$ cat src/rtl/core/crcfr_pkg.sv
// Package for the CRC-16 frame receiver with frame queue.
// Holds request/result payload types, command and event codes, defaults and the CRC step.
// Depends on nothing; every module of the block uses it.
package crcfr_pkg;

  // Default sizes handed to the top-level parameters.
  localparam int unsigned BODY_MAX_DEF    = 256;
  localparam int unsigned QUEUE_DEPTH_DEF = 4;

  // Configuration registers and their reset values.
  localparam int unsigned CFG_IDX_W   = 1;
  localparam int unsigned CFG_DATA_W  = 8;
  localparam logic [CFG_IDX_W-1:0] CFG_START_BYTE = 1'b0;
  localparam logic [CFG_IDX_W-1:0] CFG_END_BYTE   = 1'b1;
  localparam logic [7:0] START_BYTE_RST = 8'hAA;
  localparam logic [7:0] END_BYTE_RST   = 8'h55;

  // CRC-16/CCITT, no reflection, no final xor.
  localparam logic [15:0] CRC_POLY = 16'h1021;
  localparam logic [15:0] CRC_INIT = 16'h0000;
  localparam int unsigned MIN_BODY = 3;

  // Command codes of a request.
  typedef enum logic [1:0] {
    CMD_FEED    = 2'd0,
    CMD_READ    = 2'd1,
    CMD_RELEASE = 2'd2,
    CMD_NOP     = 2'd3
  } cmd_e;

  // Event codes reported with each result.
  typedef enum logic [2:0] {
    EV_NONE    = 3'd0,
    EV_QUEUED  = 3'd1,
    EV_BAD_LEN = 3'd2,
    EV_BAD_CRC = 3'd3,
    EV_BAD_END = 3'd4,
    EV_FULL    = 3'd5
  } event_e;

  // Request payload as it arrives on the input channel.
  typedef struct packed {
    logic [1:0] cmd;
    logic [7:0] data_byte;
    logic [7:0] read_index;
  } req_t;

  // Result payload as it leaves on the output channel.
  typedef struct packed {
    logic [2:0] frame_event;
    logic [1:0] frames_waiting;
    logic [8:0] head_length;
    logic [7:0] read_byte;
    logic       read_valid;
  } rsp_t;

  // Classified request held in the queue between front and back.
  typedef struct packed {
    logic       is_feed;
    logic       is_read;
    logic       is_release;
    logic [7:0] data_byte;
    logic [7:0] read_index;
  } item_t;

  // Front-to-back queue status.
  typedef struct packed {
    logic  valid;
    item_t item;
  } queue_head_t;

  // One byte of the CRC update, MSB first.
  function automatic logic [15:0] crc16_byte(input logic [15:0] crc, input logic [7:0] b);
    logic [15:0] c;
    c = crc ^ {b, 8'h00};
    for (int k = 0; k < 8; k++) begin
      if (c[15]) begin
        c = {c[14:0], 1'b0} ^ CRC_POLY;
      end else begin
        c = {c[14:0], 1'b0};
      end
    end
    return c;
  endfunction

endpackage

$ cat src/rtl/core/crcfr_front.sv
// Front end of the frame receiver: takes requests, decodes the command and
// buffers the classified request in a two-entry queue. Depends on crcfr_pkg.
module crcfr_front (
  input  logic                  clk_i,
  input  logic                  rst_ni,
  input  logic                  in_valid_i,
  input  crcfr_pkg::req_t       in_data_i,
  output logic                  in_stall_o,
  output crcfr_pkg::queue_head_t head_o,
  input  logic                  pop_i
);

  localparam int unsigned DEPTH = 2;

  crcfr_pkg::item_t entry_q [DEPTH];
  logic             wr_ptr_q, wr_ptr_d;
  logic             rd_ptr_q, rd_ptr_d;
  logic [1:0]       count_q, count_d;
  logic             push;
  logic             pop;
  crcfr_pkg::item_t item_in;

  // Decode the command into one-hot operation flags; code 3 does nothing.
  always_comb begin
    item_in            = '0;
    item_in.data_byte  = in_data_i.data_byte;
    item_in.read_index = in_data_i.read_index;
    unique case (crcfr_pkg::cmd_e'(in_data_i.cmd))
      crcfr_pkg::CMD_FEED:    item_in.is_feed    = 1'b1;
      crcfr_pkg::CMD_READ:    item_in.is_read    = 1'b1;
      crcfr_pkg::CMD_RELEASE: item_in.is_release = 1'b1;
      default:                item_in.is_feed    = 1'b0;
    endcase
  end

  // Queue control.
  assign in_stall_o = (count_q == 2'(DEPTH));
  assign push       = in_valid_i && !in_stall_o;
  assign pop        = pop_i && (count_q != 2'd0);

  always_comb begin
    wr_ptr_d = push ? ~wr_ptr_q : wr_ptr_q;
    rd_ptr_d = pop ? ~rd_ptr_q : rd_ptr_q;
    count_d  = count_q + 2'(push) - 2'(pop);
  end

  always_ff @(posedge clk_i or negedge rst_ni) begin
    if (!rst_ni) begin
      wr_ptr_q <= 1'b0;
      rd_ptr_q <= 1'b0;
      count_q  <= 2'd0;
    end else begin
      wr_ptr_q <= wr_ptr_d;
      rd_ptr_q <= rd_ptr_d;
      count_q  <= count_d;
    end
  end

  // Queue storage.
  always_ff @(posedge clk_i) begin
    if (push) begin
      entry_q[wr_ptr_q] <= item_in;
    end
  end

  assign head_o.valid = (count_q != 2'd0);
  assign head_o.item  = entry_q[rd_ptr_q];

endmodule

$ cat config.mk
export PLATFORM = sky130hd
export DESIGN_NAME = crcfr_front
export DESIGN_NICKNAME = d
export VERILOG_FILES = /design/src/rtl/core/crcfr_pkg.sv /design/src/rtl/core/crcfr_front.sv
export SDC_FILE = /design/constraint.sdc
export NUM_CORES = 1
export LEC_CHECK = 0
export ABC_AREA = 1
export BUFFER_PORTS_ARGS = -buffer_cell sky130_fd_sc_hd__buf_2
export CORE_MARGIN = 2
export CORE_UTILIZATION = 36
export CTS_CLUSTER_SIZE = 28
export DETAILED_ROUTE_END_ITERATION = 7
export GPL_ROUTABILITY_DRIVEN = 0
export GPL_TIMING_DRIVEN = 0
export PLACE_DENSITY_LB_ADDON = 0.05
export SKIP_CTS_REPAIR_TIMING = 1
export SLEW_MARGIN = 10
export SYNTH_ARGS = -nofsm -noshare
export SYNTH_HDL_FRONTEND = slang
export SYNTH_SLANG_ARGS = --single-unit
export TNS_END_PERCENT = 5
$ cat constraint.sdc
create_clock -name clk_i -period 2.7 [get_ports clk_i]
set_input_delay 0.675 -clock clk_i [delete_from_list [all_inputs] [get_ports clk_i]]
set_output_delay 0.675 -clock clk_i [all_outputs]
set_load 0.01 [all_outputs]
; ---- After elaboration in Yosys (flattened, before gate mapping)
; Memories as Yosys holds them, arrays and structs flattened.
; Index checks and enable logic that the tools add are counted.
[totals]
register_bits = 4
ram_bits = 38
out_inout_bits = 21
word_cells = 21
memories = 1
[classes]
addsub = 2
n_eq_ne = 3
n_mux = 5
n_bitwise = 2
n_reduce_logical = 5
[mem_list]
columns = memory, words, word_bits, rd, rd_ports_with_merged_regs, wr, line_no
row1 = entry_q, 2, 19, 1, 0, 1, crcfr_front.sv:15  ; crcfr_pkg::item_t entry_q [DEPTH];
[op_table]
columns = op, count
row1 = 2-to-1 mux 1 bit, 5
row2 = equality test 2 bit (second input constant), 2
row3 = adder 2 x 1 -> 2 bit, 1
row4 = equality test 2 x 1 -> 1 bit (second input constant), 1
row5 = logical AND 1 bit, 2
row6 = logical NOT 2 bit, 1
row7 = inverter 1 bit, 2
row8 = nonzero test 2 bit, 1
row9 = subtractor 2 x 1 -> 2 bit, 1
row10 = logical NOT 1 bit, 1

; ---- Logic depth before layout (Yosys ltp)
[logic_depth]
depth_word = 5
depth_mapped = 10

; ---- Worst setup path after synthesis
; No wires, ideal clock.
[synth_path]
path_kind = input to register
start = in in_valid_i
end = mem entry_q[1][0] in the netlist's numbering, enable pin
setup_time_ns = 0.395
arrival_time_ns = 1.576
path_slack_ns = 0.729
path_stages = 2
n_path_buf = 0
path_cell_list = nand2_1 -> nor2_1
[synth_between]
elab_chain_len = 3
[synth_lines]
columns = item, line_no
row1 = start: declaration, crcfr_front.sv:6  ; input logic in_valid_i,
row2 = logical AND 1 bit, crcfr_front.sv:38  ; assign push = in_valid_i && !in_stall_o;
row3 = 2-to-1 mux 1 bit, crcfr_front.sv:61  ; if (push) begin
row4 = 2-to-1 mux 1 bit (implied by the code), crcfr_front.sv:62  ; entry_q[wr_ptr_q] <= item_in;
row5 = end: declaration, crcfr_front.sv:15
; Every way passes these cells.

==> flow_summary.json <==
{
  "grt_max_degree": 20,
  "synth_area_leader_cell": "edfxtp_1",
  "synth_cells": 137,
  "vdd_drop_max_v": 0.000468,
  "grt_use_total": 0.125,
  "grt_pass1_vias": 1080,
  "clkTransAtPathRegs_ns": 0.07,
  "rr_worst_depth": 3,
  "hp-class": "primary input to asynchronous set/reset pin",
  "antenna_found_initial": 0,
  "crit_fanout": 10,
  "synth-edff-count": 38,
  "dr.first_iter.drc_count": 19,
  "synth_top_area_share": 0.695,
  "finClkSkew_ns": 0.00301,
  "slew_headroom": 0.443,
  "root_buffer": "clkbuf_8",
  "fmax_ghz": 0.545,
  "end_kind": "output pin",
  "n_fill_cell": 430,
  "wire_per_inst_um": 12.1,
  "p_leak_uw": 0.000937,
  "area_delta_synth_final_pct": 22.5,
  "start_kind": "flop",
  "timing.final.hold_violations": 0,
  "drv_cap": 0,
  "wl_met2_um": 1300,
  "core_mm2": 0.00438,
  "drive_gt1_frac": 0.289,
  "setup_violations": 0,
  "io_pins": 43,
  "die_w_um": 71.5,
  "start_util": 0.374,
  "worstPathCellList": "inv_2 -> buf_6 -> nand2_1 -> nand2_1 -> buf_2",
  "rsz0062_at_grt": "no",
  "die_h_um": 71.5,
  "dieArea_mm2": 0.00512,
  "worst_slew_pin_slew_ns": 0.835,
  "p_per_area_mw_per_mm2": 1030,
  "cts_tree": "yes",
  "drt-total-wl_um": 2900,
  "setup_tns_ns": 0,
  "regArea_mm2": 0.00124,
  "drtPass1Iterations": 4,
  "synthFlopType": "edfxtp_1",
  "critPathKind": "flop to output pin",
  "clockBufferDepth": 2,
  "setup.reg_to_reg.worst_slack_ns": 1.11,
  "outcome": "completed",
  "hpwl_um": 1930,
  "htreeDepth": 2,
  "synth-seq-cells": 42,
  "worst_path_most_repeated_cell": "nand2_1",
  "fin_crit_ns": 1.83,
  "cp_slowest_cell": "dfrtp_1",
  "ys_top_cells_by_area": "edfxtp_1 (70%), nand2_1 (16%), dfrtp_1 (6.1%)",
  "numCtsBuffers": 5,
  "syn_area_mm2": 0.00164,
  "synthDistinctLibCells": 10,
  "num_rows": 24,
  "vias": 1022,
  "critical_path.max_stage_delay_ns": 0.40,
  "rr_startpoint": "count_q[1]",
  "final_antenna_net_count": 0,
  "async_reset_ff_frac": 0.0952,
  "synth_common_cells": "nand2_1 (70), edfxtp_1 (38), inv_1 (11), dfrtp_1 (4), nor2_1 (4)",
  "slew_viol_final": 0,
  "finalCritPeriodShare": 0.679,
  "drc": 0,
  "met3WireLength_um": 180,
  "port_buffers": 42,
  "fin_util": 0.459,
  "synth_area_per_cell_um2": 12.0,
  "grt_overflow_total": 0,
  "clock_latency_ns": 0.29,
  "nets": 211,
  "viasPerCell": 4.28,
  "cp.arrival_ns": 1.16,
  "cts_sinks": 42,
  "grt_pass1_wl_um": 4750,
  "synth_nets": 161,
  "rr_endpoint": "entry_q[0][3]",
  "n_antenna_cell": 0,
  "ys_warn_count": 0,
  "ys_seq_area_frac": 0.756,
  "highest_layer": "met4",
  "cp.required_ns": 2.03,
  "yosysMostFrequentCell": "nand2_1",
  "wl_met1_um": 1350,
  "multi_input_area_um2": 320
}
area by class of cell:
cell class | count | share of cell area
Buffer | 4 | 0.0187
Clock buffer | 7 | 0.0380
Inverter | 12 | 0.0224
Multi-Input combinational cell | 79 | 0.159
Sequential cell | 42 | 0.617
Tap cell | 52 | 0.0324
Timing Repair Buffer | 43 | 0.112
logic make-up (layout without fill, tap and decap cells):
family / Yosys count / after routing / synth area share
buffers and inverters: 16 / 66 / 0.0503
adders and majority gates: 2 / 2 / 0.0152
DFF: 42 / 42 / 0.756
and+or+nand+nor: 77 / 77 / 0.178
power breakdown:
group / switching [µW] / internal, µW
sequential: 45.3 / 895
clock: 191 / 178
combinational: 477 / 287
per-layer routing:
layer / GRT usage / vias to the layer above
li1: - / 537
met1: 0.147 / 447
met2: 0.204 / 31
met3: 0.0394 / 7
met4: 0.0692 / 0
met5: 0 / -
registers in the layout (all words and copies together) (netlist names):
name,flops
entry_q,38
count_q,2
rd_ptr_q,1
wr_ptr_q,1
per-stage QoR:
step	power (µW)	worst slack, ns	hold WS (ns)	cell area (µm²)	cells
floorplan	1430	0.729	0.379	1640	137
global placement	1710	0.0261	0.454	1920	231
detailed placement	1740	0.780	0.476	1930	232
CTS	2120	0.855	0.170	2010	239
global route	2240	0.728	0.171	2010	239
finish	2070	0.866	0.177	2010	239
how the worst max path moves through the flow:
stage	startpoint	to	slack, ns	cells after the start
global placement	in_valid_i	entry_q[1][1]	0.03	3
detailed placement	in_valid_i	entry_q[0][1]	0.78	3
floorplan	in_valid_i	entry_q[1][0]	0.73	2
global route	rd_ptr_q	head_o[14]	0.73	5
finish	rd_ptr_q	head_o[14]	0.87	5
CTS	rd_ptr_q	head_o[11]	0.86	5
layout by cell type (no fill, tap or decap), drive strengths merged:
cell,instances
dfrtp,4
nand3,3
edfxtp,38
inv,12
nand2,70
nor2,4
buf,47
clkbuf,7
ha,2
critical path, delay by kind of cell (launching register included):
family,cells,cell delay [ns]
DFF,1,0.40
buffers and inverters,3,0.35
and+or+nand+nor,2,0.12
(Power assumes the default switching activity.)
